==> config.mk <==
export PLATFORM = sky130hd
export DESIGN_NAME = command_link_transaction_queue
export DESIGN_NICKNAME = d
export VERILOG_FILES = /design/src/design/clq_pkg.sv /design/src/design/command_link_transaction_queue.sv
export SDC_FILE = /design/constraint.sdc
export NUM_CORES = 1
export LEC_CHECK = 0
export ABC_AREA = 1
export BUFFER_PORTS_ARGS = -buffer_cell sky130_fd_sc_hd__buf_2
export CELL_PAD_IN_SITES_DETAIL_PLACEMENT = 1
export CELL_PAD_IN_SITES_GLOBAL_PLACEMENT = 2
export CORE_ASPECT_RATIO = 1.25
export CORE_MARGIN = 1.5
export CORE_UTILIZATION = 44
export CTS_CLUSTER_DIAMETER = 150
export DETAILED_ROUTE_END_ITERATION = 8
export GPL_ROUTABILITY_DRIVEN = 0
export PLACE_DENSITY = 0.95
export SYNTH_ARGS = -nofsm -noshare
export SYNTH_HDL_FRONTEND = slang
export SYNTH_SLANG_ARGS = --single-unit
==> constraint.sdc <==
create_clock -name clk -period 11.65 [get_ports clk]
set_input_delay 2.33 -clock clk [delete_from_list [all_inputs] [get_ports clk]]
set_output_delay 2.33 -clock clk [all_outputs]
set_load 0.05 [all_outputs]
==> src/design/clq_pkg.sv <==
// ----------------------------------------------------------------------------
// Command link queue package
// Shared types, codes and reset values of the command link transaction queue.
// ----------------------------------------------------------------------------
package clq_pkg;

  localparam int unsigned DEPTH_DEF = 8;

  localparam logic [1:0] OP_SUBMIT = 2'd0;
  localparam logic [1:0] OP_TICK   = 2'd1;
  localparam logic [1:0] OP_REPLY  = 2'd2;

  localparam logic [1:0] CLS_EMPTY  = 2'd0;
  localparam logic [1:0] CLS_MOTION = 2'd2;
  localparam logic [1:0] CLS_URGENT = 2'd3;

  localparam logic [1:0] RK_NONE = 2'd0;
  localparam logic [1:0] RK_IMM  = 2'd1;

  localparam logic [1:0] KIND_ACK   = 2'd0;
  localparam logic [1:0] KIND_SEND  = 2'd1;
  localparam logic [1:0] KIND_DONE  = 2'd2;
  localparam logic [1:0] KIND_UNSOL = 2'd3;

  localparam logic [1:0] OC_REPLY    = 2'd0;
  localparam logic [1:0] OC_REJECTED = 2'd1;
  localparam logic [1:0] OC_TIMEOUT  = 2'd2;
  localparam logic [1:0] OC_NOREPLY  = 2'd3;

  localparam logic [1:0] PH_IDLE  = 2'd0;
  localparam logic [1:0] PH_AWAIT = 2'd1;
  localparam logic [1:0] PH_GRACE = 2'd2;

  localparam logic [1:0] CFG_REPLY_TO = 2'd0;
  localparam logic [1:0] CFG_GRACE    = 2'd1;
  localparam logic [1:0] CFG_LOCKOUT  = 2'd2;
  localparam logic [1:0] CFG_TO_LIMIT = 2'd3;

  localparam logic [15:0] RST_REPLY_TO = 16'd300;
  localparam logic [15:0] RST_GRACE    = 16'd80;
  localparam logic [15:0] RST_LOCKOUT  = 16'd5500;
  localparam logic [3:0]  RST_TO_LIMIT = 4'd5;

  typedef struct packed {
    logic [31:0] id;
    logic [15:0] tag;
    logic [1:0]  cls;
    logic [1:0]  kind;
    logic [1:0]  src;
  } entry_t;

endpackage

==> src/design/command_link_transaction_queue.sv <==
// ----------------------------------------------------------------------------
// Command link transaction queue
// Queues tagged commands in a ring memory and runs one transaction at a time.
// ----------------------------------------------------------------------------
// One input transfer at a time. A submit walks the queue entries for the motion
// supersede or stop purge search, and each entry walked costs one read of the
// queue memory and one inspect state. Results wait in an output register, and
// processing stalls while that register is full and not taken.
// Reset is synchronous; the queue memory needs no clearing.
module command_link_transaction_queue #(
  parameter int unsigned DEPTH = clq_pkg::DEPTH_DEF
) (
  input  logic        clk,
  input  logic        rst_n,
  input  logic        in_tvalid,
  output logic        in_tready,
  // cmd_tag, cmd_class, reply_kind, requester, reply_is_error, reply_tag
  input  logic [39:0] in_tdata,
  // op
  input  logic [1:0]  in_tuser,
  output logic        out_tvalid,
  input  logic        out_tready,
  // txn_id, owner, outcome, sent_tag, answer_tag, link_up
  output logic [71:0] out_tdata,
  // out_kind
  output logic [1:0]  out_tuser,
  output logic        out_tlast,
  input  logic        cfg_we,
  input  logic [1:0]  cfg_addr,
  input  logic [15:0] cfg_wdata
);

  localparam int unsigned CW = $clog2(DEPTH + 1);
  localparam int unsigned IW = $clog2(DEPTH);

  localparam logic [2:0] S_IDLE  = 3'd0;
  localparam logic [2:0] S_SRD   = 3'd1;
  localparam logic [2:0] S_SCHK  = 3'd2;
  localparam logic [2:0] S_SACK  = 3'd3;
  localparam logic [2:0] S_APP   = 3'd4;
  localparam logic [2:0] S_TRD   = 3'd5;
  localparam logic [2:0] S_START = 3'd6;
  localparam logic [2:0] S_FIN   = 3'd7;

  function automatic logic [IW-1:0] wrap_add(input logic [IW-1:0] b,
                                             input logic [CW-1:0] o);
    logic [CW:0] s;
    s = (CW+1)'(b) + (CW+1)'(o);
    if (s >= (CW+1)'(DEPTH)) s = s - (CW+1)'(DEPTH);
    return s[IW-1:0];
  endfunction

  logic [15:0] reply_to_r, grace_r, lockout_cfg_r;
  logic [3:0]  to_limit_r;

  logic [2:0]  state_r, state_nxt;
  logic [IW-1:0] head_r, head_nxt, hit_r, hit_nxt;
  logic [CW-1:0] cnt_r, cnt_nxt, scan_i_r, scan_i_nxt, keep_k_r, keep_k_nxt;
  logic [31:0] nid_r, nid_nxt;
  clq_pkg::entry_t act_r, act_nxt, req_r, req_nxt, rd_data_r;
  logic [1:0]  phase_r, phase_nxt;
  logic [15:0] elap_r, elap_nxt, lock_r, lock_nxt;
  logic [3:0]  trun_r, trun_nxt;
  logic        healthy_r, healthy_nxt;
  logic [1:0]  fin_oc_r, fin_oc_nxt;
  logic        fin_err_r, fin_err_nxt;
  logic [15:0] fin_ans_r, fin_ans_nxt;

  clq_pkg::entry_t mem [DEPTH];
  logic          mem_we, mem_re;
  logic [IW-1:0] mem_waddr, mem_raddr;
  clq_pkg::entry_t mem_wdata;

  logic        emit, emit_ok, e_last, e_link;
  logic [1:0]  e_kind, e_owner, e_oc;
  logic [31:0] e_id, nid_inc;
  logic [15:0] e_sent, e_ans, lim;
  logic [3:0]  trun_up;

  logic        out_valid_r, out_last_r;
  logic [71:0] out_data_r;
  logic [1:0]  out_kind_r;

  assign in_tready  = (state_r == S_IDLE);
  assign emit_ok    = !out_valid_r || out_tready;
  assign out_tvalid = out_valid_r;
  assign out_tdata  = out_data_r;
  assign out_tuser  = out_kind_r;
  assign out_tlast  = out_last_r;
  assign nid_inc    = (nid_r + 32'd1 == 32'd0) ? 32'd1 : nid_r + 32'd1;
  assign lim        = (phase_r == clq_pkg::PH_AWAIT) ? reply_to_r : grace_r;
  assign trun_up    = (trun_r < 4'd15) ? trun_r + 4'd1 : trun_r;

  always_comb begin
    state_nxt   = state_r;
    head_nxt    = head_r;
    hit_nxt     = hit_r;
    cnt_nxt     = cnt_r;
    scan_i_nxt  = scan_i_r;
    keep_k_nxt  = keep_k_r;
    nid_nxt     = nid_r;
    act_nxt     = act_r;
    req_nxt     = req_r;
    phase_nxt   = phase_r;
    elap_nxt    = elap_r;
    lock_nxt    = lock_r;
    trun_nxt    = trun_r;
    healthy_nxt = healthy_r;
    fin_oc_nxt  = fin_oc_r;
    fin_err_nxt = fin_err_r;
    fin_ans_nxt = fin_ans_r;
    mem_we      = 1'b0;
    mem_re      = 1'b0;
    mem_waddr   = head_r;
    mem_raddr   = head_r;
    mem_wdata   = req_r;
    emit        = 1'b0;
    e_kind      = clq_pkg::KIND_ACK;
    e_id        = 32'd0;
    e_owner     = req_r.src;
    e_oc        = clq_pkg::OC_REPLY;
    e_sent      = 16'd0;
    e_ans       = 16'd0;
    e_last      = 1'b1;
    e_link      = healthy_r;

    unique case (state_r)
      S_IDLE: begin
        if (in_tvalid) begin
          req_nxt.id   = 32'd0;
          req_nxt.tag  = in_tdata[15:0];
          req_nxt.cls  = in_tdata[17:16];
          req_nxt.kind = in_tdata[19:18];
          req_nxt.src  = in_tdata[21:20];
          fin_err_nxt  = in_tdata[22];
          fin_ans_nxt  = in_tdata[38:23];
          scan_i_nxt   = '0;
          keep_k_nxt   = '0;
          unique case (in_tuser)
            clq_pkg::OP_SUBMIT: begin
              if ((in_tdata[17:16] == clq_pkg::CLS_MOTION ||
                   in_tdata[17:16] == clq_pkg::CLS_URGENT) && cnt_r != '0) begin
                state_nxt = S_SRD;
              end else begin
                state_nxt = S_APP;
              end
            end
            clq_pkg::OP_TICK: begin
              if (lock_r != 16'd0) lock_nxt = lock_r - 16'd1;
              if (phase_r == clq_pkg::PH_IDLE) begin
                if (cnt_r != '0) state_nxt = S_TRD;
              end else if (elap_r >= lim) begin
                fin_oc_nxt  = (phase_r == clq_pkg::PH_AWAIT) ? clq_pkg::OC_TIMEOUT
                                                              : clq_pkg::OC_NOREPLY;
                fin_ans_nxt = 16'd0;
                state_nxt   = S_FIN;
              end else if (elap_r != 16'hFFFF) begin
                elap_nxt = elap_r + 16'd1;
              end
            end
            clq_pkg::OP_REPLY: begin
              req_nxt.cls = clq_pkg::CLS_EMPTY;
              fin_oc_nxt = in_tdata[22] ? clq_pkg::OC_REJECTED : clq_pkg::OC_REPLY;
              state_nxt  = (phase_r == clq_pkg::PH_IDLE) ? S_SACK : S_FIN;
            end
            default: ;
          endcase
        end
      end
      S_SRD: begin
        mem_re    = 1'b1;
        mem_raddr = wrap_add(head_r, scan_i_r);
        state_nxt = S_SCHK;
      end
      S_SCHK: begin
        if (rd_data_r.cls == clq_pkg::CLS_MOTION) begin
          e_kind  = clq_pkg::KIND_DONE;
          e_id    = rd_data_r.id;
          e_owner = rd_data_r.src;
          e_oc    = clq_pkg::OC_NOREPLY;
          e_last  = 1'b0;
          if (emit_ok) begin
            emit = 1'b1;
            if (req_r.cls == clq_pkg::CLS_MOTION) begin
              hit_nxt   = wrap_add(head_r, scan_i_r);
              phase_nxt = phase_r;
              state_nxt = S_SACK;
            end else begin
              scan_i_nxt = scan_i_r + CW'(1);
              if (scan_i_r + CW'(1) == cnt_r) begin
                cnt_nxt   = keep_k_r;
                state_nxt = S_APP;
              end else begin
                state_nxt = S_SRD;
              end
            end
          end
        end else begin
          scan_i_nxt = scan_i_r + CW'(1);
          if (req_r.cls == clq_pkg::CLS_URGENT) begin
            mem_we     = 1'b1;
            mem_waddr  = wrap_add(head_r, keep_k_r);
            mem_wdata  = rd_data_r;
            keep_k_nxt = keep_k_r + CW'(1);
          end
          if (scan_i_r + CW'(1) == cnt_r) begin
            if (req_r.cls == clq_pkg::CLS_URGENT) cnt_nxt = keep_k_r + CW'(1);
            state_nxt = S_APP;
          end else begin
            state_nxt = S_SRD;
          end
        end
      end
      S_SACK: begin
        // Supersede acknowledge, or an unsolicited line when a reply came while idle.
        if (req_r.cls == clq_pkg::CLS_MOTION) begin
          e_kind = clq_pkg::KIND_ACK;
          e_id   = nid_r;
        end else begin
          e_kind  = clq_pkg::KIND_UNSOL;
          e_owner = 2'd0;
          e_ans   = fin_ans_r;
        end
        if (emit_ok) begin
          emit = 1'b1;
          if (e_kind == clq_pkg::KIND_ACK) begin
            mem_we       = 1'b1;
            mem_waddr    = hit_r;
            mem_wdata    = req_r;
            mem_wdata.id = nid_r;
            nid_nxt      = nid_inc;
          end
          state_nxt = S_IDLE;
        end
      end
      S_APP: begin
        if (emit_ok) begin
          emit = 1'b1;
          if (req_r.cls != clq_pkg::CLS_EMPTY && cnt_r < CW'(DEPTH)) begin
            e_id         = nid_r;
            nid_nxt      = nid_inc;
            mem_we       = 1'b1;
            mem_wdata.id = nid_r;
            cnt_nxt      = cnt_r + CW'(1);
            if (req_r.cls == clq_pkg::CLS_URGENT) begin
              head_nxt  = (head_r == '0) ? IW'(DEPTH - 1) : head_r - IW'(1);
              mem_waddr = head_nxt;
            end else begin
              mem_waddr = wrap_add(head_r, cnt_r);
            end
          end
          state_nxt = S_IDLE;
        end
      end
      S_TRD: begin
        mem_re    = 1'b1;
        mem_raddr = head_r;
        state_nxt = S_START;
      end
      S_START: begin
        e_kind  = clq_pkg::KIND_SEND;
        e_id    = rd_data_r.id;
        e_owner = rd_data_r.src;
        e_sent  = rd_data_r.tag;
        e_last  = (rd_data_r.kind != clq_pkg::RK_NONE);
        if (lock_r != 16'd0 && rd_data_r.cls == clq_pkg::CLS_MOTION) begin
          act_nxt     = rd_data_r;
          head_nxt    = wrap_add(head_r, CW'(1));
          cnt_nxt     = cnt_r - CW'(1);
          fin_oc_nxt  = clq_pkg::OC_REJECTED;
          fin_ans_nxt = 16'd0;
          state_nxt   = S_FIN;
        end else if (emit_ok) begin
          emit        = 1'b1;
          act_nxt     = rd_data_r;
          head_nxt    = wrap_add(head_r, CW'(1));
          cnt_nxt     = cnt_r - CW'(1);
          elap_nxt    = 16'd0;
          phase_nxt   = (rd_data_r.kind == clq_pkg::RK_IMM) ? clq_pkg::PH_AWAIT
                                                             : clq_pkg::PH_GRACE;
          fin_oc_nxt  = clq_pkg::OC_NOREPLY;
          fin_ans_nxt = 16'd0;
          state_nxt   = (rd_data_r.kind == clq_pkg::RK_NONE) ? S_FIN : S_IDLE;
        end
      end
      S_FIN: begin
        if (fin_oc_r == clq_pkg::OC_TIMEOUT) begin
          trun_nxt = trun_up;
          if (trun_up >= to_limit_r) healthy_nxt = 1'b0;
        end else if (fin_oc_r == clq_pkg::OC_REPLY || fin_oc_r == clq_pkg::OC_REJECTED) begin
          if (!healthy_r) begin
            lock_nxt    = lockout_cfg_r;
            healthy_nxt = 1'b1;
          end
          trun_nxt = 4'd0;
        end
        e_kind  = clq_pkg::KIND_DONE;
        e_id    = act_r.id;
        e_owner = act_r.src;
        e_oc    = fin_oc_r;
        e_ans   = fin_ans_r;
        e_link  = healthy_nxt;
        if (emit_ok) begin
          emit      = 1'b1;
          phase_nxt = clq_pkg::PH_IDLE;
          state_nxt = S_IDLE;
        end else begin
          trun_nxt    = trun_r;
          healthy_nxt = healthy_r;
          lock_nxt    = lock_r;
        end
      end
      default: state_nxt = S_IDLE;
    endcase
  end

  always_ff @(posedge clk) begin
    if (mem_we) mem[mem_waddr] <= mem_wdata;
    if (mem_re) rd_data_r <= mem[mem_raddr];
  end

  always_ff @(posedge clk) begin
    if (!rst_n) begin
      reply_to_r    <= clq_pkg::RST_REPLY_TO;
      grace_r       <= clq_pkg::RST_GRACE;
      lockout_cfg_r <= clq_pkg::RST_LOCKOUT;
      to_limit_r    <= clq_pkg::RST_TO_LIMIT;
    end else if (cfg_we) begin
      unique case (cfg_addr)
        clq_pkg::CFG_REPLY_TO: reply_to_r    <= cfg_wdata;
        clq_pkg::CFG_GRACE:    grace_r       <= cfg_wdata;
        clq_pkg::CFG_LOCKOUT:  lockout_cfg_r <= cfg_wdata;
        clq_pkg::CFG_TO_LIMIT: to_limit_r    <= cfg_wdata[3:0];
        default: ;
      endcase
    end
  end

  always_ff @(posedge clk) begin
    if (!rst_n) begin
      state_r     <= S_IDLE;
      head_r      <= '0;
      cnt_r       <= '0;
      nid_r       <= 32'd1;
      act_r       <= '0;
      phase_r     <= clq_pkg::PH_IDLE;
      elap_r      <= 16'd0;
      lock_r      <= clq_pkg::RST_LOCKOUT;
      trun_r      <= 4'd0;
      healthy_r   <= 1'b1;
      out_valid_r <= 1'b0;
    end else begin
      state_r   <= state_nxt;
      head_r    <= head_nxt;
      cnt_r     <= cnt_nxt;
      nid_r     <= nid_nxt;
      act_r     <= act_nxt;
      phase_r   <= phase_nxt;
      elap_r    <= elap_nxt;
      lock_r    <= lock_nxt;
      trun_r    <= trun_nxt;
      healthy_r <= healthy_nxt;
      if (emit) begin
        out_valid_r <= 1'b1;
      end else if (out_tready) begin
        out_valid_r <= 1'b0;
      end
    end
  end

  always_ff @(posedge clk) begin
    hit_r     <= hit_nxt;
    scan_i_r  <= scan_i_nxt;
    keep_k_r  <= keep_k_nxt;
    req_r     <= req_nxt;
    fin_oc_r  <= fin_oc_nxt;
    fin_err_r <= fin_err_nxt;
    fin_ans_r <= fin_ans_nxt;
    if (emit) begin
      out_data_r <= {3'd0, e_link, e_ans, e_sent, e_oc, e_owner, e_id};
      out_kind_r <= e_kind;
      out_last_r <= e_last;
    end
  end

  a_cnt_bound: assert property (@(posedge clk) disable iff (!rst_n)
    cnt_r <= CW'(DEPTH)) else $error("queue count above depth");

  a_phase_code: assert property (@(posedge clk) disable iff (!rst_n)
    phase_r != 2'd3) else $error("invalid phase code");

  a_scan_range: assert property (@(posedge clk) disable iff (!rst_n)
    state_r == S_SCHK |-> (scan_i_r < cnt_r && keep_k_r <= scan_i_r))
    else $error("scan index out of range");

  a_nid_nonzero: assert property (@(posedge clk) disable iff (!rst_n)
    nid_r != 32'd0) else $error("transaction id counter reached zero");

  a_fin_err: assert property (@(posedge clk) disable iff (!rst_n)
    (state_r == S_FIN && fin_oc_r == clq_pkg::OC_REJECTED && fin_ans_r != 16'd0)
    |-> fin_err_r) else $error("rejection with answer but no error flag");

endmodule

# Word-level counts from Yosys, hierarchy flattened
# Memories as Yosys holds them, arrays and structs flattened. A register that Yosys moved wholly into a read port is not among the register bits.
# Cells that the tools add are included.
[word_totals] ff_bits=291 mem_bits_rw=432 input_bits=65 out_inout_bits=77 word_cells=308 memories=1
[op_classes] addsub=17 n_lt_le_gt_ge=8 eq_ne=55 muxes=146 n_reduce_logical=52
[memory_table] name="mem" words=8 word_bits=54 read_ports=1 rd_clocked_by_memory_dff=1 wr=1 line="command_link_transaction_queue.sv:69" source="clq_pkg::entry_t mem [DEPTH];"
[ops] operator="2-to-1 mux 16 bit" count=21
[ops] operator="2-to-1 mux 54 bit" count=6
[ops] operator="2-to-1 mux 32 bit" count=9
[ops] operator="one-hot mux 32 bit (5 select lines)" count=1
[ops] operator="one-hot mux 16 bit (2 select lines)" count=4
[ops] operator="2-to-1 mux 3 bit" count=32
[ops] operator="one-hot mux 32 bit (3 select lines)" count=1
[ops] operator="2-to-1 mux 4 bit" count=18
[ops] operator="one-hot mux 32 bit (2 select lines)" count=1
[ops] operator="one-hot mux 22 bit (2 select lines)" count=1
[ops] operator="adder 32 x 1 -> 32 bit (second input constant)" count=1
[ops] operator="zero test 32 bit" count=1
[ops] operator="inequality test 2 bit (second input constant)" count=16
[ops] operator="2-to-1 mux 2 bit" count=15
[ops] operator="inequality test 3 bit (second input constant)" count=8
[ops] operator="nonzero test 2 bit" count=11
[ops] operator="2-to-1 mux 1 bit" count=21
[ops] operator="equality test 2 bit (second input constant)" count=9
[ops] operator="one-hot mux 3 bit (3 select lines)" count=2
[ops] operator="one-hot mux 3 bit (6 select lines)" count=1
[ops] operator="adder 16 x 1 -> 16 bit (second input constant)" count=1
[ops] operator="adder 4 x 1 -> 4 bit (second input constant)" count=4
[ops] operator=">= comparator 16 bit" count=1
[ops] operator="inequality test 16 bit (second input constant)" count=1
[ops] operator="43 further kinds" count=92

# Longest topological paths before layout
# Gate-level depths: netlist (run 1).
[logic_depth] word_depth=9 ltp_mapped=17 depth_no_buf=16

# Worst setup path after synthesis (run 1)
# No wires, ideal clock.
[synth_timing] path_type="input port to flip-flop" from="in out_tready" to="reg out_data_r[0] (netlist: out_tdata[0]) (enable)" setup_time_ns=0.547 t_arrival_ns=6.245 t_required_ns=11.103 setup_slack_ns=4.858 stages=3 path_buffers=1 cell_sequence="nor2_1 clkbuf_1 a31oi_1"
[synth_via] elab_chain_cells=4
[synth_lines] element="start, declared" line="command_link_transaction_queue.sv:22" source="input logic out_tready,"
[synth_lines] element="logical OR 1 bit (*)" line="command_link_transaction_queue.sv:85" source="assign emit_ok = !out_valid_r || out_tready;"
[synth_lines] element="2-to-1 mux 1 bit (*)"
[synth_lines] element="2-to-1 mux 1 bit (on tied branches)" line="command_link_transaction_queue.sv:266, command_link_transaction_queue.sv:176"
[synth_lines] element="one-hot mux 1 bit (3 select lines) (*)" line="command_link_transaction_queue.sv:127" source="unique case (state_r)"
[synth_lines] element="net emit" line="command_link_transaction_queue.sv:74" source="logic emit, emit_ok, e_last, e_link;"
[synth_lines] element="end signal, assigned" line="command_link_transaction_queue.sv:380" source="out_data_r <= {3'd0, e_link, e_ans, e_sent, e_oc, e_owner, e_id};"
[synth_lines] element="end, declared" line="command_link_transaction_queue.sv:81" source="logic [71:0] out_data_r;"
# Mark *: on every way through the listed nets, which the timed path passes. The rest lies on a longest branch.
# A chain may end at the register's enable or synchronous reset.

# Worst setup path in the final report (run 1)
[layout_timing] from="in out_tready" to="mem mem[0][30] (netlist bit) (enable)"
[layout_via] elab_chain_cells=5
[layout_lines] element="logical OR 1 bit (*)" line="command_link_transaction_queue.sv:85"
[layout_lines] element="2-to-1 mux 1 bit (on tied branches)" line="command_link_transaction_queue.sv:237, command_link_transaction_queue.sv:224"
[layout_lines] element="one-hot mux 1 bit (3 select lines)" line="command_link_transaction_queue.sv:127"
[layout_lines] element="2-to-1 mux 1 bit" line="command_link_transaction_queue.sv:318" source="if (mem_we) mem[mem_waddr] <= mem_wdata;"
[layout_lines] element="2-to-1 mux 1 bit (not written as such)" line="command_link_transaction_queue.sv:318"
[layout_lines] element="end, declared" line="command_link_transaction_queue.sv:69"
# Mark *: on every way between the ends. The rest lies on a longest branch, timed or not.

==> results of run 1 <==
==> per-layer routing <==
metal  vias to the layer above  share of wire, %
met1                     12500                40
met2                       699                53
met5                         -                 0
met3                       193               4.5
met4                         0               3.0
li1                      11400                 -
==> area by class of cell <==
cell class	count	area [um^2]	share of cell area (%)
Inverter	216	816	2.15
Clock inverter	48	633	1.67
Timing Repair Buffer	177	1000	2.64
Multi-Input combinational cell	2035	10600	27.8
Sequential cell	777	21700	57.0
Clock buffer	98	2070	5.45
Tap cell	977	1220	3.22
==> power by group <==
part	switching [mW]	internal, mW
clock network	1.13	1.53
registers	0.229	3.59
logic	2.15	0.769
==> worst max path at each step <==
| stage | endpoint | slack (ns) | cells past startpoint |
|---|---|---|---|
| after global placement | mem[0][30]$_DFFE_PP_ | 5.03 | 11 |
| final | mem[0][30]$_DFFE_PP_ | 5.53 | 11 |
| after detailed placement | mem[0][28]$_DFFE_PP_ | 4.87 | 11 |
| after floorplan | out_tdata[0]$_DFFE_PP_ | 4.86 | 3 |
| after CTS | mem[0][38]$_DFFE_PP_ | 5.57 | 11 |
| after global routing | mem[0][30]$_DFFE_PP_ | 5.36 | 11 |
==> registers in the layout (all words and copies together) (netlist names), 4 cells and up <==
| signal | count |
|---|---|
| req_r | 22 |
| fin_ans_r | 16 |
| rd_data_r | 54 |
| trun_r | 4 |
| keep_k_r | 4 |
| lock_r | 16 |
| to_limit_r | 4 |
| out_tdata | 69 |
| grace_r | 16 |
| lockout_cfg_r | 16 |
| nid_r | 32 |
| elap_r | 16 |
| scan_i_r | 4 |
| cnt_r | 4 |
| act_r | 34 |
| reply_to_r | 16 |
| mem | 432 |
==> worst min-delay path, delay by kind of cell (launching register included) <==
family | cells | cell delay (ns)
flip-flops | 1 | 0.32
AND/OR/NAND/NOR | 2 | 0.11
==> Yosys cell counts (3+ instances only) <==
master | instances | area (um^2)
edfxtp_1 | 609 | 18300
nor2_1 | 575 | 2160
nand2_1 | 414 | 1550
o21ai_0 | 334 | 1670
inv_1 | 202 | 758
dfxtp_1 | 168 | 3360
clkbuf_1 | 117 | 439
nand3_1 | 117 | 586
o22ai_1 | 113 | 707
a21oi_1 | 92 | 460
mux2_2 | 56 | 631
o211ai_1 | 50 | 375
o21ai_1 | 42 | 210
ha_1 | 37 | 463
a211oi_1 | 30 | 225
xor2_1 | 30 | 263
buf_2 | 28 | 140
a22oi_1 | 27 | 203
mux2i_1 | 17 | 170
nor3_1 | 17 | 85.1
nand4_1 | 15 | 93.8
inv_2 | 13 | 48.8
buf_1 | 8 | 30.0
buf_4 | 8 | 60.1
xnor2_1 | 8 | 70.1
o311ai_0 | 6 | 52.6
a221oi_1 | 5 | 43.8
a31oi_1 | 4 | 25.0
fa_1 | 4 | 80.1
nand3b_1 | 4 | 30.0
buf_6 | 3 | 33.8
nand2_2 | 3 | 18.8
nor2_2 | 3 | 18.8
nor2_4 | 3 | 33.8
o21a_1 | 3 | 22.5
or2_2 | 3 | 18.8
==> kinds of logic after synthesis <==
| family | share of synthesized area (%) |
|---|---|
| AOI/OAI and AO/OA | 12.3 |
| xor gates and xnor gates | 0.990 |
| adders and majority gates | 1.62 |
| buffers and inverters | 4.50 |
| DFF | 64.4 |
| muxes | 2.38 |
| other | 0.0112 |
| and+or+nand+nor | 13.8 |
==> stage by stage <==
step / cell area [um^2] / power [mW] / setup slack [ns] / util (%) / std cells
floorplan: 33600 / 5.82 / 4.86 / - / 3192
global placement: 35300 / 6.62 / 5.03 / 46.5 / 4182
detailed placement: 35300 / 6.76 / 4.87 / 46.5 / 4182
CTS: 38000 / 9.44 / 5.57 / 50.1 / 4328
global route: 38000 / 9.81 / 5.36 / 50.1 / 4328
finish: 38000 / 9.39 / 5.53 / 50.1 / 4328
==> flow_metrics.tcl, run 1 <==
set metrics [dict create \
    p_leak_nw 13.8 \
    yosysWarnings 0 \
    met2_usage_pct 46.2 \
    cts_buffers 78 \
    grt_max_degree 173 \
    most-common-layout-cells "edfxtp_1, nor2_1, nand2_1, o21ai_0, inv_1" \
    grt_use_met1_pct 30.5 \
    worstSetupStartpoint "out_tready" \
    dr.pass1.iters 5 \
    layout_commonest_cell "edfxtp_1" \
    cts.path.max_buffers 3 \
    synth_seq_cells 777 \
    root_buffer "clkbuf_16" \
    rows 113 \
    final_layout_size_suffix_gt1_share_pct 11.9 \
    grt.overflow.total 0 \
    antennaDiodeCount 0 \
    drt-wirelength-per-cell_um 23.0 \
    synth_ff_type "edfxtp_1" \
    grt_usage_pct 25.4 \
    clock_sinks 777 \
    antenna_found_initial 0 \
    dpl.hpwl_um 61100 \
    nFillCells 8276 \
    post_cts_buffers 0 \
    post_cts_resized 0 \
    vias_per_cell 5.74 \
    start_util_pct 44.4 \
    synth_sequential_area_ratio_pct 64.4 \
    syn_area_per_cell_um2 10.5 \
    vias 24800 \
    r2r_slack_ns 6.38 \
    critPathCaptureType "register" \
    maxCapViolations 0 \
    synth_edf_count 609 \
    grt_pass1_wl_um 153000 \
    worst_pin_slew_ns 1.14 \
    max_slew_margin_pct 24.2 \
    cts.hold.buffers_added 0 \
    busiest_layer "met2" \
    arrival_ns 6.40 \
    clk_pin_slew_ns 0.06 \
    setup-violations-final 0 \
    hp-class "register to register" \
    r2r_cells 11 \
    dieHeight_um 312 \
    ant_nets 0 \
    coreArea_mm2 0.0758 \
    synthCells 3190 \
    drtIter0Drc 1636 \
    num-nets-final 3391 \
    cp-start-kind "input pin" \
    path_max_fanout 50 \
    path_buf_inv 5 \
    drc 0 \
    crit_chain "buf_2 -> nor2_1 -> buf_4 -> inv_1 -> nand2_1 -> nor2_2 -> inv_2 -> nand2_1 -> nand4_1 -> nor2_4 -> buf_4" \
    period_minus_slack_ns 6.12 \
    use_met3_pct 3.24 \
    synthesis.area_mm2 0.0336 \
    clkLatencyLatePin_ns 0.67 \
    timing.rr.end "mem[0][30]$_DFFE_PP_" \
    ys_types 51 \
    ir_drop_v 0.000141 \
    grt_pass1_vias 26400 \
    finalCritPeriodShare_pct 52.6 \
    design.portCount 142 \
    slowest_stage "nor2_4" \
    hold_depth 2 \
    crit_required_ns 11.93 \
    portBuffers 137 \
    crit_family "simple AND/OR/NAND/NOR gates" \
    fin_hold_ws_ns 0.461 \
    hold-path-endpoint "lockout_cfg_r[2]$_SDFFE_PN1P_" \
    rsz0062_at_grt "no" \
    area_growth_pct 12.9 \
    crit_type "input pin to register" \
    hold_violations 0 \
    routed_wl_um 99400 \
    finalMaxSlewViolations 0 \
    cts_tree "built" \
    power.density_mw_per_mm2 248 \
    tns_ns 0 \
    synth-async-reset-ratio_pct 0 \
    crit_path_max_incr_delay_ns 0.90 \
    max_freq_mhz 163 \
    dieArea_mm2 0.0781 \
    die_x_um 250 \
    hold_start "lockout_cfg_r[2]$_SDFFE_PN1P_" \
    htree_levels 3 \
    finalClockSkew_ns 0.0443 \
    outcome "finished clean" \
    rr_startpoint "state_r[1]$_SDFFE_PN0P_" \
]
(Power assumes the default switching activity.)
==> inputs of run 2 (changes only) <==
--- a/config.mk
+++ b/config.mk
@@ -11,11 +11,11 @@
 export CELL_PAD_IN_SITES_GLOBAL_PLACEMENT = 2
 export CORE_ASPECT_RATIO = 1.25
 export CORE_MARGIN = 1.5
-export CORE_UTILIZATION = 44
+export CORE_UTILIZATION = 37
 export CTS_CLUSTER_DIAMETER = 150
 export DETAILED_ROUTE_END_ITERATION = 8
 export GPL_ROUTABILITY_DRIVEN = 0
-export PLACE_DENSITY = 0.95
+export PLACE_DENSITY = 0.87
 export SYNTH_ARGS = -nofsm -noshare
 export SYNTH_HDL_FRONTEND = slang
 export SYNTH_SLANG_ARGS = --single-unit
==> constraint.sdc (replaced) <==
create_clock -name clk -period 5.2 [get_ports clk]
set_input_delay 1.04 -clock clk [delete_from_list [all_inputs] [get_ports clk]]
set_output_delay 1.04 -clock clk [all_outputs]
set_load 0.05 [all_outputs]
==> run 2 against run 1 <==
Against the previous run:
- setup slack lost 4.0 ns
- final area grew 1.4%
- core utilization shrank 7.3 points
- cell count grew 5.3%
- critical path depth grew 1
- sequential power grew 120%
- critical path type is now register to register
- clock power grew 130%
- sequential share of layout area shrank 0.81 points
- highest routed layer is now met5
- die area grew 19%
- global-route usage shrank 4.2 points
==> flow_metrics.tcl, run 2 (same netlist as run 1, synthesis figures left out) <==
set metrics [dict create \
    drtIter0Drc 1486 \
    dieArea_mm2 0.0927 \
    busiest_layer "met2" \
    worst_pin_slew_ns 1.16 \
    instances_no_fill 4559 \
    post_cts_resized 0 \
    design.portCount 142 \
    largest_reg_flops 432 \
    period_minus_slack_ns 3.67 \
    clkLatencyLatePin_ns 0.67 \
    dieHeight_um 340 \
    p_leak_nw 13.9 \
    ant_nets 0 \
    grt_usage_pct 21.1 \
    crit_family "simple AND/OR/NAND/NOR gates" \
    nFillCells 9913 \
    coreArea_mm2 0.0900 \
    area_growth_pct 14.5 \
    dpl.hpwl_um 61100 \
    met2_usage_pct 36.8 \
    power.density_mw_per_mm2 550 \
    tns_ns 0 \
    dp.cells 4409 \
    cts_buffers 81 \
    crit_required_ns 5.55 \
    root_buffer "clkbuf_16" \
    multi_input_area_mm2 0.0106 \
    ir_drop_v 0.000413 \
    num-nets-final 3411 \
    start_util_pct 37.3 \
    dr.pass1.iters 5 \
    total_power_mw 21.2 \
    htree_levels 3 \
    routed_wl_um 98300 \
    grt_max_degree 217 \
    place_area_mm2 0.0357 \
    register_area_mm2 0.0217 \
    regMostFlops "mem" \
    rows 123 \
    crit_path_frequent_cell "nand2_1" \
    grt_pass1_wl_um 151000 \
    cp-start-kind "register" \
    max_slew_margin_pct 21.6 \
    max_freq_mhz 272 \
    portBuffers 137 \
    grt_pass1_vias 26000 \
    hold_violations 0 \
    drc 0 \
    crit_path_max_incr_delay_ns 0.79 \
    drt-wirelength-per-cell_um 21.6 \
    grt.overflow.total 0 \
    maxCapViolations 0 \
    rsz0062_at_grt "no" \
    path_max_fanout 21 \
    cts_tree "built" \
    slowest_stage "nor2_4" \
    crit_type "register to register" \
    hp-class "register to register" \
    cts.hold.buffers_added 0 \
    final_area_mm2 0.0385 \
    vias_per_cell 5.40 \
    antenna_found_initial 7 \
    grt_use_met1_pct 26.6 \
    finalCritPeriodShare_pct 70.6 \
    arrival_ns 4.02 \
    antennaDiodeCount 0 \
    finalMaxSlewViolations 0 \
    vias 24600 \
    path_buf_inv 4 \
    post_cts_buffers 0 \
    use_met3_pct 3.02 \
    cts.path.max_buffers 3 \
    die_x_um 273 \
    outcome "finished clean" \
    clock_sinks 777 \
    setup-violations-final 0 \
    most-common-layout-cells "edfxtp_1, nor2_1, nand2_1, o21ai_0, inv_1" \
    final_layout_size_suffix_gt1_share_pct 12.6 \
    layout_commonest_cell "edfxtp_1" \
    crit_chain "nand2_2 -> nor2_1 -> inv_2 -> nand2_1 -> nand2_1 -> nor2_2 -> buf_4 -> inv_2 -> nand2_1 -> nand4_1 -> nor2_4 -> buf_12" \
    clk_pin_slew_ns 0.06 \
    critPathCaptureType "register" \
    finalClockSkew_ns 0.0436 \
]
-- run 2: cell types whose count changed in the layout (fill, tap and decap cells not counted), sizes merged --
cell      before  now
buf          177  194
clkinv        29   31
clkinvlp       3    4
clkbuf        98   99
-- run 2: worst min-delay path, cell delays in order (launching register included) --
cell     delay, ns
dfxtp_1       0.32
nand2_1       0.05
nand3_1       0.05
-- run 2: cell type report --
class / instances / share of cell area [%]
sequential: 777 / 56.2
multi-input combinational: 2035 / 27.4
clock buffer: 99 / 5.60
tap: 1187 / 3.86
timing repair buffer: 194 / 3.13
inverter: 216 / 2.12
clock inverter: 51 / 1.62
-- run 2: power by group --
group | internal (mW) | total [mW] | leakage (nW) | switching [mW]
logic | 1.77 | 6.54 | 5.64 | 4.77
registers | 8.02 | 8.53 | 6.93 | 0.509
clock network | 3.54 | 6.09 | 1.36 | 2.56
-- run 2: worst paths after layout --
kind / start / to / slack [ns] / cells past startpoint
max: state_r[1]$_SDFFE_PN0P_ / mem[0][24]$_DFFE_PP_ / 1.53 / 12
min: grace_r[4]$_SDFFE_PN1P_ / grace_r[4]$_SDFFE_PN1P_ / 0.46 / 2
max reg2reg: state_r[1]$_SDFFE_PN0P_ / mem[0][24]$_DFFE_PP_ / 1.53 / 12
min reg2reg: grace_r[4]$_SDFFE_PN1P_ / grace_r[4]$_SDFFE_PN1P_ / 0.46 / 2
-- run 2: metrics by stage --
stage	util (%)	setup slack [ns]	hold slack, ns
floorplan	-	0.409	0.428
global placement	39.7	1.21	0.439
detailed placement	39.7	1.09	0.449
CTS	42.8	1.47	0.465
global route	42.8	1.30	0.492
finish	42.8	1.53	0.461
-- run 2: metal layers --
metal,vias to the layer above,routed length (um),share of wire (%)
met4,10,3060,3.1
met3,183,4420,4.5
met1,12400,41800,43
met5,-,66,0.067
met2,594,48900,50
li1,11400,-,-
